--- config.mk ---
export PLATFORM = sky130hd
export DESIGN_NAME = dti_ram
export DESIGN_NICKNAME = d
export VERILOG_FILES = /design/src/hw/rtl/dti_ram.sv
export SDC_FILE = /design/constraint.sdc
export NUM_CORES = 2
export LEC_CHECK = 0
export BUFFER_PORTS_ARGS = -buffer_cell sky130_fd_sc_hd__buf_2
export CORE_MARGIN = 2
export CORE_UTILIZATION = 40
export CTS_CLUSTER_SIZE = 28
export DETAILED_ROUTE_END_ITERATION = 7
export GPL_ROUTABILITY_DRIVEN = 0
export PLACE_DENSITY_LB_ADDON = 0.2
export SLEW_MARGIN = 10
export SYNTH_ARGS = -nofsm -noshare
export SYNTH_HDL_FRONTEND = slang
export SYNTH_SLANG_ARGS = --single-unit
--- constraint.sdc ---
create_clock -name clock -period 3.4 [get_ports clock]
set_input_delay 0.51 -clock clock [delete_from_list [all_inputs] [get_ports clock]]
set_output_delay 0.51 -clock clock [all_outputs]
set_load 0.01 [all_outputs]
--- src/hw/rtl/dti_ram.sv ---
module dti_ram #(
   parameter int WIDTH = 32,
   parameter int DEPTH = 64
) (
   input  logic                                     clock,
   input  logic                                     wr_en,
   input  logic [(DEPTH > 1 ? $clog2(DEPTH) : 1)-1:0] wr_addr,
   input  logic [WIDTH-1:0]                         wr_data,
   input  logic [(DEPTH > 1 ? $clog2(DEPTH) : 1)-1:0] rd_addr,
   output logic [WIDTH-1:0]                         rd_data
);

   logic [WIDTH-1:0] mem [DEPTH];
   logic [WIDTH-1:0] rd_data_ff;

   always_ff @(posedge clock) begin
      if (wr_en) begin
         mem[wr_addr] <= wr_data;
      end
      rd_data_ff <= mem[rd_addr];
   end

   assign rd_data = rd_data_ff;

endmodule

==> reports/results.txt <==
final hold vios: 0
H-tree depth: 4
final HPWL from detailed placement: 119400 µm
Die Y: 447.0 µm
CTS Sinks: 2080
die area: 199800 µm²
largest net degree at the start of global routing: 65
worst reg2reg path startpoint: mem[39][17]
initial DRC count: 4020
Hold EP: mem[10][19]
Setup WS post-layout: 938.7 ps
Worst Setup Path Type: input pin to flip-flop
synth-to-layout area growth: 16.68%
fin crit share: 72.39%
syn_nets: 3370
drt drc: 0
Arr. time, crit path: 3110 ps
core area: 195000 µm²
postcts setup bufs: 0
status: finished, final reports clean
setup TNS: 0 ps
Crit path required time: 4050 ps
Placed Instances: 6106
post-synth cell types: 34
FF+latch area: 62140 µm²
vias in the first global route: 37798
antenna-violating nets left: 0
area of placed instances: 84840 µm²
clock latency on the worst-skew pair: 840 ps
ys flop type: edfxtp_1
Worst setup SP type: input pin
clock-pin slew on the worst setup and hold paths: 60 ps
clock skew: 30.16 ps
Port Buffers: 77
Slew Limit Fails: 0
FFs w/ async S/R, synth: 0%
met3 Use GR: 3.275%
Final Cell Area: 91610 µm²
Synth Instances: 3324
via count: 37302
drt first pass iters: 8
row count: 162
syn_area_per_cell: 23.62 µm²
fin cells: 6502
Leak: 28.58 nW
Min-Delay Path Class: input pin to flip-flop
RSZ-0062 raised after global routing: no
Nets: 3740
first-pass GRT wire length: 292300 µm
synthesized area: 78520 µm²
Slew @ Worst Pin: 1228 ps
final critical-path required period: 2461 ps
effective utilization at floorplan: 40.27%
Hold Path Cell Cnt: 1
FF-to-FF path depth: 5
sequential area share after synthesis: 79.14%
initial antenna violation count: 17
CTS tree: built
Final Setup Violations: 0
Num CTS Buffers: 210
Ys Warns: 0
worst vdd ir: 0.0005991 V
crit path max fanout: 33
Max-Cap Viols: 0
Die Wd: 447.0 µm
Multi-input gate area: 15980 µm²
Synth Register Bits: 2080
met2 global-route usage: 33.53%
share of cells above drive strength 1: 32.03%
met1 usage: 30.04%
Setup WS pre-CTS: 85.52 ps
Post-synth EDFFs: 2048
worst hold start: wr_data[19]
reg2reg setup slack: 1230 ps
GRT Total Usage: 20.88%
most frequent cells in the layout: edfxtp_1 (2048), mux4_2 (544), clkbuf_16 (211), buf_4 (182), mux2i_1 (93)
crit end category: flip-flop
Power Density: 588.4 nW/µm²
worst r2r dst: rd_data[17]
cts hold-fix bufs: 0
final WL: 208300 µm
# fillers: 16014
number of I/O pins: 78
Slew HR: 18.16%
total gr overflow: 0
Root Buffer: clkbuf_16
drt wl/cell: 32.04 µm
Peak Freq: 0.4063 GHz
cts repair resizes: 0
GR peak layer: met2
Max Root-Sink Buffers: 3
commonest non-fill, non-tap cell in the layout: edfxtp_1
DR vias/cell: 5.737
[Yosys cell counts, types with 5 or more instances]
master    count  area (µm²)
dfxtp_1      32       640.6
clkbuf_1     74       277.8
edfxtp_1   2048       61500
o221ai_1     27       236.5
buf_6         5       56.30
nand3b_1      5       37.54
mux2i_1      93       930.9
o22ai_1      84       525.5
nand3_1       5       25.02
a21oi_1      62       310.3
nor2b_1      15       93.84
mux4_2      544       12250
buf_4        25       187.7
nor2_1      137       514.2
nand2_1      26       97.59
buf_2        57       285.3
a22oi_1      12       90.09
a311oi_1      8       70.07
nand2b_1      8       50.05
buf_1        21       78.83
nor3_1        7       35.03
[metrics by stage]
step           utilization, %  power (mW)  hold slack (ps)
2_1_floorplan               -       30.39            608.9
3_3_place_gp            43.51       31.83            749.4
3_5_place_dp            43.51       31.85            748.7
4_1_cts                 46.97       54.43            148.6
5_1_grt                 46.98       55.48            182.1
6_report                46.98       53.90            199.4
[worst max-delay path, stage by stage]
cell	delay, ps
buf_8	300
buf_12	260
buf_12	220
buf_12	270
mux2i_1	230
a22oi_1	90
and3_1	220
o32ai_1	770
nor3_1	130
[registers in the layout (all words and copies together), names as in the netlist]
name	flops
mem	2048
rd_data	32
[cells by family (layout without fill, tap and decap cells)]
logic type / count (synthesis) / after routing / share of synthesized area (%)
mux: 637 / 637 / 16.79
other cells: 0 / 7 / 0
buf+inv: 182 / 729 / 1.128
simple gates: 223 / 223 / 1.265
compound gates: 202 / 202 / 1.673
flops: 2080 / 2080 / 79.14
[cell type report]
cell class / instances / share of cell area (%)
diodes: 7 / 0.01912
clock buffers: 269 / 6.089
clock inverters: 120 / 1.281
multi-input cells: 1062 / 17.44
flip-flops and latches: 2080 / 67.83
well taps: 2624 / 3.584
repair buffers: 340 / 3.754
[how the worst max path moves through the flow]
stage                from           to
2_1_floorplan  wr_addr[5]   mem[39][0]
3_3_place_gp   rd_addr[0]   rd_data[0]
3_5_place_dp   rd_addr[0]  rd_data[17]
4_1_cts        rd_addr[0]   rd_data[0]
5_1_grt        rd_addr[0]  rd_data[17]
6_report       rd_addr[0]  rd_data[17]
[per-layer routing]
| layer | part of all wire [%] | vias up |
|---|---|---|
| met2 | 48 | 1380 |
| met5 | 0.024 | - |
| met3 | 6.8 | 250 |
| li1 | - | 15076 |
| met4 | 2.1 | 8 |
| met1 | 43 | 20588 |
[report_power, final]
group          switching (mW)  internal [mW]  total, mW
clock                    9.69           13.0       22.7
sequential              0.146           28.4       28.5
combinational            1.62           1.08       2.70
total                    11.5           42.4       53.9
No activity file was read; power rests on OpenSTA's default activity.
