### config.mk
export PLATFORM = sky130hd
export DESIGN_NAME = dti_slot_table
export DESIGN_NICKNAME = d
export VERILOG_FILES = /design/src/hw/rtl/dti_pkg.sv /design/src/hw/rtl/dti_slot_table.sv
export SDC_FILE = /design/constraint.sdc
export NUM_CORES = 1
export LEC_CHECK = 0
export CORE_UTILIZATION = 57
export CTS_BUF_LIST = sky130_fd_sc_hd__clkbuf_8 sky130_fd_sc_hd__clkbuf_16
export DETAILED_ROUTE_END_ITERATION = 10
export DONT_BUFFER_PORTS = 1
export HOLD_SLACK_MARGIN = 0.15
export PLACE_DENSITY = 0.72
export SYNTH_ARGS = -nofsm -noshare
export SYNTH_HDL_FRONTEND = slang
export SYNTH_SLANG_ARGS = --single-unit
export TNS_END_PERCENT = 10
### constraint.sdc
create_clock -name clock -period 7.6 [get_ports clock]
set_input_delay 1.52 -clock clock [delete_from_list [all_inputs] [get_ports clock]]
set_output_delay 1.52 -clock clock [all_outputs]
set_load 0.1 [all_outputs]
### src/hw/rtl/dti_pkg.sv
package dti_pkg;

   // fixed field widths of the request and response beats
   localparam int KIND_W   = 2;
   localparam int ID_W     = 8;
   localparam int FEAT_W   = 7;
   localparam int LINK_W   = 9;
   localparam int CLASS_W  = 8;
   localparam int STATUS_W = 3;
   localparam int TOTAL_W  = 9;

   // feature index bits once the sign is known to be clear
   localparam int FEAT_IDX_W = FEAT_W - 1;

   typedef enum logic [KIND_W-1:0] {
      KIND_INSERT = 2'd0,
      KIND_REMOVE = 2'd1,
      KIND_CLEAR  = 2'd2,
      KIND_SAMPLE = 2'd3
   } dti_kind_type;

   typedef enum logic [STATUS_W-1:0] {
      STATUS_OK           = 3'd0,
      STATUS_DUPLICATE    = 3'd1,
      STATUS_MISSING      = 3'd2,
      STATUS_HAS_CHILDREN = 3'd3,
      STATUS_SHORT        = 3'd4,
      STATUS_WALK_MISSING = 3'd5,
      STATUS_DEPTH        = 3'd6
   } dti_status_type;

   // one update to the slot table per cycle at most
   typedef struct packed {
      logic set;
      logic drop;
      logic wipe;
   } dti_slot_op_type;

endpackage

### src/hw/rtl/dti_slot_table.sv
module dti_slot_table #(
   parameter int NODES = 256
) (
   input  logic                                    clock,
   input  logic                                    reset,
   input  dti_pkg::dti_slot_op_type                op,
   input  logic [$clog2(NODES)-1:0]                op_addr,
   input  logic [$clog2(NODES)-1:0]                look_addr,
   output logic                                    look_valid,
   output logic                                    root_valid,
   output logic [$clog2(NODES+1)-1:0]              count
);

   import dti_pkg::*;

   localparam int CNT_W = $clog2(NODES + 1);

   logic [NODES-1:0] valid_ff;
   logic [NODES-1:0] valid_in;
   logic [CNT_W-1:0] count_ff;
   logic [CNT_W-1:0] count_in;

   always_comb begin
      valid_in = valid_ff;
      count_in = count_ff;
      if (op.wipe) begin
         valid_in = '0;
         count_in = '0;
      end else if (op.set) begin
         valid_in[op_addr] = 1'b1;
         count_in          = count_ff + CNT_W'(1);
      end else if (op.drop) begin
         valid_in[op_addr] = 1'b0;
         count_in          = count_ff - CNT_W'(1);
      end
   end

   always_ff @(posedge clock) begin
      if (reset) begin
         valid_ff <= '0;
         count_ff <= '0;
      end else begin
         valid_ff <= valid_in;
         count_ff <= count_in;
      end
   end

   assign look_valid = valid_ff[look_addr];
   assign root_valid = valid_ff[0];
   assign count      = count_ff;

endmodule
==> results.md, run 1 <==
* Status: finished, violations left
* Failing checks: design-rule violations
* CP Data Arrival Time at 3.76 ns
* Combinational power share at 0.055
* Synth Area in XOR/XNOR at 0.002040
* First-pass GRT wire length at 62.01 mm
* Vias in the first global route at 11150
* CTS Buf Count at 28
* Total power at 2928 uW
* Largest cells by area after synthesis: dfxtp_1, a21oi_1, o21ai_0
* Internal at 2220 uW
* CP Class: in2out
* Post-synthesis simple-gate area fraction at 0.1676
* Tightest Hold Check Type: reg2reg
* Largest family of logic cells by synthesized area: compound AO/OA/AOI/OAI gates
* Drt pass-1 iters at 9
* Fmax at 189.5 MHz
* Final setup viols at 0
* ANT cells at 0
* Initial Utilization at 0.5867
* Layout area overhead at 6.390%
* R2R cell count at 9
* Initial antenna violation count at 0
* Fin nets at 1477
* Synth Area per Inst at 8.295 sq um
* Actual slew at the worst max-slew pin at 1.259 ns
* Core area at 0.02196 sq mm
* Largest net degree at the start of global routing at 231
* Final WL at 39.48 mm
* Via count at 12050
* Cell area after synthesis at 0.01288 sq mm
* Post-synthesis net count at 1582
* Asr flop ratio synth at 0
* Reg2Reg Capture Point: count[8]
* Synthesized instance count at 1553
* Final core utilization at 0.6242
* Synth warn at 0
* Number of library cell types mapped by synthesis at 47
* GRT Overall Usage at 0.3315
* CTS root buffer: clkbuf_16
* Maximum fanout along the worst path at 66
* Hold path depth at 2
* Net Sw Frac at 0.2417
* Adder-Cell Fraction of Synth Area at 0.008353
* Cell taking the most area after synthesis: dfxtp_1
* DRT iter0 DRCs at 1827
* Synth top area share at 0.4118
* Ratio of cells with drive above 1 in the final layout at 0.07211
* # H-tree levels at 1
* Worst skew pair latency at 0.55 ns
* Die width at 152.3 um
* Unrepaired setup endpoints after global routing: false
* Hold slack at 0.4679 ns
* Clock sinks at 265
* Setup TNS at 0 ns
* Placer Congestion at 0.9253
* Maximum VDD drop at 0.1523 mV
* Clk slew on worst S/H paths at 0.06 ns
* Power density cells at 213.6 mW/mm^2
* Synth Area in Compound Gates at 0.2313
* Type of origin of the critical path: primary input
* Die Height at 152.3 um
* Vias per cell at 6.884
* # Post-CTS Setup Buffers at 0
* Clock share of power at 0.460
* WL/cell at 22.56 um
* Io pins at 32
* Critical R2R Launch: count[0]
* CTS tree: built
* Max Root-Sink Buffers at 3
* Reg2reg setup slack at 4.65 ns
* Post-DP HPWL at 23.34 mm
* Main flop type after synthesis: dfxtp_1
* Max_slew headroom at 0.1578
* Cells after DPL at 1698
* Slew Viols, Final at 0
* Final Cycle Share at 0.6944
* Flop pwr share at 0.484
* Worst Skew at 0.002229 ns
* ANT nets after route at 0
* Maxcap violations at 0
* LEAKAGE at 0.004254 uW
* Row cnt at 54
* Post-synth EDFFs at 0
* Critical Path RT at 6.08 ns
* Drt drc at 1
* Endpoint type of the worst setup path: output pin
* Overflow left after global routing at 0
* CTS resizes at 0
* Post-Layout Cell Count at 1750
* Switching pwr at 707.9 uW
* Hold_buf cts at 0
* Sequential element share of the synthesized area at 0.4118
* Buffers on Ports at 0
* Post-synthesis register bit count at 265
* Area of the die at 0.02321 sq mm
* Mux share of post-synthesis cell area at 0.1226
* Min Clock Period, post-route at 5.277 ns
* Endpoints failing hold at 0
[metrics by stage]
step,instance area [sq um],setup slack [ns]
after floorplan,12880,1.664
after global placement,12800,2.484
after detailed placement,12800,2.433
after CTS,13710,2.433
after global routing,13710,2.298
final,13710,2.323
[area by class of cell]
cell class | count | area [sq um]
Sequential cell | 265 | 5305
Multi-Input combinational cell | 1116 | 6877
Inverter | 7 | 26.28
Timing Repair Buffer | 30 | 237.7
Clock buffer | 35 | 808.3
Clock inverter | 17 | 101.3
Fill cell | 1923 | 8253
Tap cell | 280 | 350.3
[routing by layer]
metal | share of wire | track usage | vias up | wire length, um
met1 | 0.43 | 0.4739 | 5889 | 16820
met3 | 0.093 | 0.04664 | 77 | 3678
met2 | 0.46 | 0.5199 | 582 | 18030
met5 | 0 | 0 | - | 0
li1 | - | - | 5499 | -
met4 | 0.024 | 0.09913 | 0 | 952
[worst max-delay path by stage]
stage / from / endpoint / cells after the start
3_5_place_dp: look_addr[0] / look_valid / 8
5_1_grt: look_addr[0] / look_valid / 8
3_3_place_gp: look_addr[0] / look_valid / 8
6_report: look_addr[0] / look_valid / 8
2_1_floorplan: look_addr[0] / look_valid / 7
4_1_cts: look_addr[0] / look_valid / 8
[synth_stat cells (2+ instances only)]
cell type,count
dfxtp_1,265
o2111ai_1,2
inv_1,7
nor2b_1,15
nor3b_1,2
o211ai_1,3
nand2_1,33
a21oi_1,267
xnor2_1,3
nor2_1,43
nand3b_1,2
nand3_1,249
a211oi_1,2
nand4_1,10
mux2i_1,67
or2_2,4
o22a_1,2
nor4_1,8
a22oi_1,3
buf_6,5
buf_1,3
o21ai_0,264
clkbuf_1,137
nand2b_1,7
or3_1,36
buf_2,18
ha_1,7
o22ai_1,20
a21o_1,2
nor3_1,11
a22o_1,4
mux4_1,14
mux4_2,24
[layout by cell type (no fill, tap or decap), types with 3 or more instances in the layout]
master / synthesis / final
nand4_1: 10 / 10
o22ai_1: 20 / 20
or3_1: 36 / 36
nand2b_1: 7 / 7
buf_4: 1 / 29
nor2b_1: 15 / 15
or2_2: 4 / 3
clkbuf_16: 0 / 29
mux2i_1: 67 / 67
mux4_2: 24 / 24
ha_1: 7 / 7
a22o_1: 4 / 4
a21oi_1: 267 / 267
xnor2_1: 3 / 3
dfxtp_1: 265 / 265
mux4_1: 14 / 14
inv_1: 7 / 16
clkinv_2: 0 / 6
nor3_1: 11 / 10
nand3_1: 249 / 249
nand2_1: 33 / 33
a22oi_1: 3 / 3
nor2_1: 43 / 41
clkbuf_8: 0 / 6
o21ai_0: 264 / 264
nor4_1: 8 / 7
o211ai_1: 3 / 3
[critical path, cell delays in order]
cell and delay, ns:
or3b_1 0.58, o22ai_1 0.23, nor4_1 0.08, or4b_1 0.52
o22ai_1 0.19, o21ai_1 0.09, o2111ai_2 0.13, buf_4 0.35
[power by group through the flow]
| stage | sequential (uW) | combinational [uW] | clock [uW] |
|---|---|---|---|
| after floorplan | 1450 | 159 | 0 |
| after global placement | 1450 | 157 | 0 |
| after detailed placement | 1450 | 158 | 0 |
| after CTS | 1420 | 159 | 1360 |
| after global routing | 1420 | 173 | 1410 |
| final | 1420 | 162 | 1350 |
[cells by family after synthesis]
family	Yosys count
compound gates	575
xor+xnor	3
fa+ha+maj	8
buf+inv	172
flops	265
mux	105
simple gates	425
No activity file was read; power rests on OpenSTA's default activity.
==> inputs of run 2 (changes only) <==
--- a/config.mk
+++ b/config.mk
@@ -5,6 +5,7 @@
 export SDC_FILE = /design/constraint.sdc
 export NUM_CORES = 1
 export LEC_CHECK = 0
+export ABC_AREA = 1
 export CORE_UTILIZATION = 57
 export CTS_BUF_LIST = sky130_fd_sc_hd__clkbuf_8 sky130_fd_sc_hd__clkbuf_16
 export DETAILED_ROUTE_END_ITERATION = 10
==> constraint.sdc (replaced) <==
create_clock -name clock -period 5.5 [get_ports clock]
set_input_delay 1.1 -clock clock [delete_from_list [all_inputs] [get_ports clock]]
set_output_delay 1.1 -clock clock [all_outputs]
set_load 0.1 [all_outputs]
==> results.md, run 2 <==
* Main flop type after synthesis: dfxtp_1 (unchanged)
* Overflow left after global routing at 0 (unchanged)
* ANT nets after route at 0 (unchanged)
* CTS tree: built (unchanged)
* Actual slew at the worst max-slew pin at 1.195 ns (was 1.259 ns)
* Initial Utilization at 0.5825 (was 0.5867)
* Drt drc at 0 (was 1)
* CTS resizes at 0 (unchanged)
* Synth warn at 0 (unchanged)
* Met1 Resource Use GR at 0.4795 (was 0.4739)
* Synthesized instance count at 1787 (was 1553)
* Maxcap violations at 0 (unchanged)
* Grt met2 use at 0.5364 (was 0.5199)
* Die width at 154.1 um (was 152.3 um)
* Clock sinks at 265 (unchanged)
* Sum of buffers and inverters on the critical path at 3 (was 1)
* Vias per cell at 6.376 (was 6.884)
* Post-Layout Cell Count at 1994 (was 1750)
* Critical R2R Launch: count[0] (unchanged)
* CP max stage delay at 0.44 ns (was 0.58 ns)
* LEAKAGE at 0.004815 uW (was 0.004254 uW)
* Type of origin of the critical path: primary input (unchanged)
* Clk slew on worst S/H paths at 0.06 ns (about the same)
* Number of library cell types mapped by synthesis at 29 (was 47)
* Worst Skew at 0.009805 ns (was 0.002229 ns)
* Status: completed (was finished, violations left)
* CP Data Arrival Time at 3.24 ns (was 3.76 ns)
* Area of the die at 0.02375 sq mm (was 0.02321 sq mm)
* Met3 usage at 0.06032 (was 0.04664)
* Hold slack at 0.5095 ns (was 0.4679 ns)
* Cell taking the most area after synthesis: dfxtp_1 (unchanged)
* Slew Viols, Final at 0 (unchanged)
* GRT Max-Usage Layer: met2 (unchanged)
* Placed inst area at 0.01298 sq mm (was 0.01280 sq mm)
* Reg2reg setup slack at 2.79 ns (was 4.65 ns)
* Final core utilization at 0.6146 (was 0.6242)
* Max_slew headroom at 0.2035 (was 0.1578)
* Ratio of cells with drive above 1 in the final layout at 0.09362 (was 0.07211)
* WL/cell at 20.71 um (was 22.56 um)
* Commonest non-fill, non-tap cell in the layout: nand2_1 (was a21oi_1)
* Sequential element share of the synthesized area at 0.4023 (was 0.4118)
* Drt pass-1 iters at 5 (was 9)
* Io pins at 32 (unchanged)
* Maximum VDD drop at 0.3158 mV (was 0.1523 mV)
* Post-synthesis simple-gate area fraction at 0.2647 (was 0.1676)
* CTS Buf Count at 29 (was 28)
* Max Root-Sink Buffers at 3 (unchanged)
* Finished Cell Area at 0.01392 sq mm (was 0.01371 sq mm)
* Mux share of post-synthesis cell area at 0 (was 0.1226)
* Placer Congestion at 0.8937 (was 0.9253)
* GRT Overall Usage at 0.3441 (was 0.3315)
* Synth Area per Inst at 7.380 sq um (was 8.295 sq um)
* # Post-CTS Setup Buffers at 0 (unchanged)
* R2R cell count at 8 (was 9)
* Cell area after synthesis at 0.01319 sq mm (was 0.01288 sq mm)
* Synth Area in XOR/XNOR at 0.003321 (was 0.002040)
* Crit path max-delay cell type: buf_4 (was or3b_1)
* Power density cells at 304.1 mW/mm^2 (was 213.6 mW/mm^2)
* Endpoint type of the worst setup path: output pin (unchanged)
* Largest cells by area after synthesis: dfxtp_1, a21oi_1, nand3_1 (was dfxtp_1, a21oi_1, o21ai_0)
* Synth Area in Compound Gates at 0.2413 (was 0.2313)
* Post-DP HPWL at 24.19 mm (was 23.34 mm)
* Layout area overhead at 5.521% (was 6.390%)
* Commonest non-fill, non-tap cells in the layout: nand2_1, dfxtp_1, a21oi_1 (was a21oi_1, dfxtp_1, o21ai_0)
* Crit-path cells: inv_4, buf_4, nand2_1, nand3_1, nand3_1, nand3_1, nand3_1, nand2_1, nand2_1, nand3_1, nand3_1, nand2_1, buf_4 (was or3b_1, o22ai_1, nor4_1, or4b_1, o22ai_1, o21ai_1, o2111ai_2, buf_4)
* Hold_buf cts at 0 (unchanged)
* Fin nets at 1717 (was 1477)
* Most numerous cell in the Yosys netlist: nand2_1 (was a21oi_1)
* Final WL at 41.30 mm (was 39.48 mm)
* Hold path depth at 2 (unchanged)
* Post-synthesis net count at 1816 (was 1582)
* First-pass GRT wire length at 64.72 mm (was 62.01 mm)
* Asr flop ratio synth at 0 (unchanged)
* CP Class: in2out (unchanged)
* Most frequent CP cell: nand3_1 (was o22ai_1)
* Largest family of logic cells by synthesized area: simple AND/OR/NAND/NOR gates (was compound AO/OA/AOI/OAI gates)
* Post-synth EDFFs at 0 (unchanged)
* Fmax at 230.3 MHz
* Via count at 12710 (was 12050)
* Tightest Hold Check Type: reg2reg (unchanged)
* Adder-Cell Fraction of Synth Area at 0.008159 (was 0.008353)
* Endpoints failing hold at 0 (unchanged)
* CP top delay family: simple AND/OR/NAND/NOR gates (unchanged)
* Buffers on Ports at 0 (unchanged)
* ANT cells at 0 (unchanged)
* Final Cycle Share at 0.7896
* Synth top area share at 0.4023 (was 0.4118)
* Worst skew pair latency at 0.55 ns (about the same)
* Maximum fanout along the worst path at 129 (was 66)
* Unrepaired setup endpoints after global routing: false (unchanged)
* Reg2Reg Capture Point: count[8] (unchanged)
* Post-synthesis register bit count at 265 (unchanged)
* Row cnt at 55 (was 54)
* Die Height at 154.1 um (was 152.3 um)
* Largest net degree at the start of global routing at 161 (was 231)
* Final setup viols at 0 (unchanged)
* # H-tree levels at 1 (unchanged)
* Initial antenna violation count at 0 (unchanged)
* Vias in the first global route at 11640 (was 11150)
* Cells after DPL at 1942 (was 1698)
* Core area at 0.02264 sq mm (was 0.02196 sq mm)
* Critical Path RT at 4.40 ns (was 6.08 ns)
* CTS root buffer: clkbuf_16 (unchanged)
* Min Clock Period, post-route at 4.343 ns
* Most frequent cells after synthesis: nand2_1, dfxtp_1, a21oi_1 (was a21oi_1, dfxtp_1, o21ai_0)
* Setup TNS at 0 ns (unchanged)
* Worst setup path startpoint: look_addr[0] (unchanged)
* DRT iter0 DRCs at 1684 (was 1827)
-- run 2: cell count changes after synthesis, sizes merged, moves of 20 or more --
| cell | before | now |
|---|---|---|
| clkbuf | 137 | 77 |
| nor2 | 43 | 192 |
| inv | 7 | 83 |
| buf | 28 | 71 |
| or3 | 36 | 0 |
| a311oi | 0 | 129 |
| o22ai | 20 | 0 |
| o21ai | 265 | 138 |
| nand2 | 33 | 303 |
| mux2i | 67 | 0 |
| mux4 | 38 | 0 |
-- run 2: worst max path at each step --
stage	endpoint	cells past startpoint	slack (ns)
global route	look_valid	13	1.17
floorplan	look_valid	11	1.66
CTS	look_valid	13	1.35
global placement	look_valid	13	1.35
finish	look_valid	13	1.16
detailed placement	look_valid	13	1.37
-- run 2: cell type report --
class	count	area (sq um)
inverters	84	337.8
flip-flops and latches	265	5305
fillers	2068	8725
multi-input cells	1290	6832
well taps	285	356.6
clock inverters	20	170.2
clock buffers	32	767.0
repair buffers	18	147.6
-- run 2: where the power goes --
part	switching (uW)	internal [uW]	total [uW]
combinational	257	77.5	334
clock	798	1130	1930
sequential	38.7	1930	1960
-- run 2: kinds of logic after synthesis --
group           count (synthesis)
compound gates                532
xor+xnor                        5
fa+ha+maj                       8
buf+inv                       232
flops                         265
simple gates                  745
-- run 2: per-layer routing --
layer | wire length [um] | up-vias
met4 | 1378 | 0
met2 | 18160 | 642
met5 | 0 | -
met3 | 4100 | 89
li1 | - | 6065
met1 | 17660 | 5918
-- run 2: through the flow --
step / worst slack [ns] / power (uW)
after global routing: 1.168 / 4339
after floorplan: 1.664 / 2279
after detailed placement: 1.365 / 2332
after CTS: 1.349 / 4231
after global placement: 1.352 / 2330
final: 1.157 / 4231
-- run 2: worst min-delay path, stage by stage, from the launching register on --
cell	delay (ns)
dfxtp_1	0.31
a21oi_1	0.11
a311oi_1	0.05
==> inputs of run 3 (changes only) <==
--- a/config.mk
+++ b/config.mk
@@ -11,7 +11,7 @@
 export DETAILED_ROUTE_END_ITERATION = 10
 export DONT_BUFFER_PORTS = 1
 export HOLD_SLACK_MARGIN = 0.15
-export PLACE_DENSITY = 0.72
+export PLACE_DENSITY = 0.75
 export SYNTH_ARGS = -nofsm -noshare
 export SYNTH_HDL_FRONTEND = slang
 export SYNTH_SLANG_ARGS = --single-unit
==> constraint.sdc (replaced) <==
create_clock -name clock -period 3.9 [get_ports clock]
set_input_delay 0.78 -clock clock [delete_from_list [all_inputs] [get_ports clock]]
set_output_delay 0.78 -clock clock [all_outputs]
set_load 0.1 [all_outputs]
==> results.md, run 3 (same netlist as run 2, synthesis figures left out) <==
* Min Clock Period, post-route at 3.600 ns
* Status: completed (unchanged)
* Critical Path RT at 3.12 ns (was 4.40 ns)
* Maximum fanout along the worst path at 129 (unchanged)
* Fin nets at 1739 (was 1717)
* Io pins at 32 (unchanged)
* CTS tree: built (unchanged)
* CP max stage delay at 0.32 ns (was 0.44 ns)
* Commonest non-fill, non-tap cell in the layout: nand2_1 (unchanged)
* Buffers on Ports at 0 (unchanged)
* Unrepaired setup endpoints after global routing: false (unchanged)
* Actual slew at the worst max-slew pin at 0.9985 ns (was 1.195 ns)
* Sum of buffers and inverters on the critical path at 3 (unchanged)
* R2R cell count at 10 (was 8)
* Clk slew on worst S/H paths at 0.06 ns (about the same)
* Slew Viols, Final at 0 (unchanged)
* Max Root-Sink Buffers at 3 (unchanged)
* CTS root buffer: clkbuf_16 (unchanged)
* CP Data Arrival Time at 2.82 ns (was 3.24 ns)
* Largest net degree at the start of global routing at 130 (was 161)
* Final WL at 41.00 mm (was 41.30 mm)
* Reg2Reg Capture Point: count[6] (was count[8])
* Clock sinks at 265 (unchanged)
* Placed inst area at 0.01319 sq mm (was 0.01298 sq mm)
* Finished Cell Area at 0.01410 sq mm (was 0.01392 sq mm)
* Hold_buf cts at 0 (unchanged)
* Commonest non-fill, non-tap cells in the layout: nand2_1, dfxtp_1, a21oi_1 (unchanged)
* Max_slew headroom at 0.3335 (was 0.2035)
* # H-tree levels at 1 (unchanged)
* First-pass GRT wire length at 65.01 mm (was 64.72 mm)
* CTS resizes at 0 (unchanged)
* ANT nets after route at 0 (unchanged)
* LEAKAGE at 0.004922 uW (was 0.004815 uW)
* Initial Utilization at 0.5825 (unchanged)
* Hold path depth at 2 (unchanged)
* Endpoints failing hold at 0 (unchanged)
* Die width at 154.1 um (unchanged)
* # Post-CTS Setup Buffers at 0 (unchanged)
* DRT iter0 DRCs at 1594 (was 1684)
* Core area at 0.02264 sq mm (unchanged)
* Placer Congestion at 0.9036 (was 0.8937)
* Area of the die at 0.02375 sq mm (unchanged)
* Hold endpoint: count[1]
* Tightest Hold Check Type: in2reg (was reg2reg)
* Worst Skew at 0.003949 ns (was 0.009805 ns)
* CP Class: in2out (unchanged)
* Via count at 13010 (was 12710)
* Type of origin of the critical path: primary input (unchanged)
* Vias in the first global route at 11750 (was 11640)
* Post-Layout Cell Count at 2013 (was 1994)
* ANT cells at 0 (unchanged)
* Vias per cell at 6.463 (was 6.376)
* CP top delay family: simple AND/OR/NAND/NOR gates (unchanged)
* Layout area overhead at 6.955% (was 5.521%)
* Row cnt at 55 (unchanged)
* Overflow left after global routing at 0 (unchanged)
* Initial antenna violation count at 0 (unchanged)
* Drt drc at 0 (unchanged)
* Reg2reg setup slack at 1.71 ns (was 2.79 ns)
* GRT Overall Usage at 0.3427 (was 0.3441)
* Crit-path cells: inv_4, buf_12, nand2_1, nand3_1, nand3_1, nand3_1, nand3_1, nand2_1, nand2_1, nand3_1, nand3_1, nand2_1, buf_4 (was inv_4, buf_4, nand2_1, nand3_1, nand3_1, nand3_1, nand3_1, nand2_1, nand2_1, nand3_1, nand3_1, nand2_1, buf_4)
* Worst skew pair latency at 0.56 ns (was 0.55 ns)
* Ratio of cells with drive above 1 in the final layout at 0.1036 (was 0.09362)
* Final Cycle Share at 0.9231
* Post-DP HPWL at 24.56 mm (was 24.19 mm)
* Die Height at 154.1 um (unchanged)
* Critical R2R Launch: count[0] (unchanged)
* Final setup viols at 0 (unchanged)
* Most frequent CP cell: nand3_1 (unchanged)
* Endpoint type of the worst setup path: output pin (unchanged)
* Power density cells at 418.4 mW/mm^2 (was 304.1 mW/mm^2)
* Drt pass-1 iters at 6 (was 5)
* Fmax at 277.8 MHz
* Hold Startpoint: op[2]
* Cells after DPL at 1964 (was 1942)
* Worst setup path startpoint: look_addr[0] (unchanged)
* CTS Buf Count at 29 (unchanged)
* Maxcap violations at 0 (unchanged)
* Maximum VDD drop at 0.2742 mV (was 0.3158 mV)
* WL/cell at 20.37 um (was 20.71 um)
* Crit path max-delay cell type: inv_4 (was buf_4)
* Setup TNS at 0 ns (unchanged)
## run 3: cell count changes in the layout (fill, tap and decap cells not counted)
cell	before	now
buf_4	17	35
buf_12	1	5
clkinv_2	9	1
bufinv_16	3	0
clkinvlp_4	0	1
clkbuf_8	3	10
## run 3: through the flow
| step | total power, uW | hold WS (ns) | util | setup WS (ns) |
|---|---|---|---|---|
| floorplan | 3214 | 0.4848 | - | 0.7037 |
| global placement | 3305 | 0.4936 | 0.5828 | 0.5960 |
| detailed placement | 3310 | 0.4989 | 0.5828 | 0.5881 |
| CTS | 5889 | 0.4566 | 0.6230 | 0.5570 |
| global route | 6035 | 0.4603 | 0.6230 | 0.3256 |
| finish | 5902 | 0.4670 | 0.6230 | 0.2998 |
## run 3: layout make-up
class,instances,area [sq um]
inverters,84,337.8
multi-input cells,1290,6832
flip-flops and latches,265,5305
repair buffers,40,362.8
clock inverters,10,47.55
fillers,2008,8536
clock buffers,39,863.3
well taps,285,356.6
## run 3: report_power, final
group | internal, uW | leakage, uW | switching (uW)
Combinational | 129 | 0.00231 | 411
Clock | 1520 | 0.000475 | 1110
Sequential | 2720 | 0.00213 | 8.51
Total | 4370 | 0.00492 | 1530
## run 3: worst max path at each step
stage	endpoint	slack (ns)	cells after the start
floorplan	look_valid	0.70	11
finish	look_valid	0.30	13
detailed placement	look_valid	0.59	13
global route	look_valid	0.33	13
CTS	look_valid	0.56	13
global placement	look_valid	0.60	13
## run 3: worst reg2reg max path: stages, from the launching register on
cell     delay (ns)
dfxtp_1        0.31
buf_4          0.30
inv_1          0.11
fa_1           0.43
o21ai_0        0.39
nand2_1        0.10
nand2_1        0.07
a21oi_1        0.07
xnor2_1        0.12
o21ai_0        0.14
inv_1          0.05
## run 3: per-layer routing
layer / global-route usage / wire length, um
met5: 0 / 0
met4: 0.1452 / 1710
met3: 0.05158 / 4087
met2: 0.5212 / 17780
met1: 0.4833 / 17420
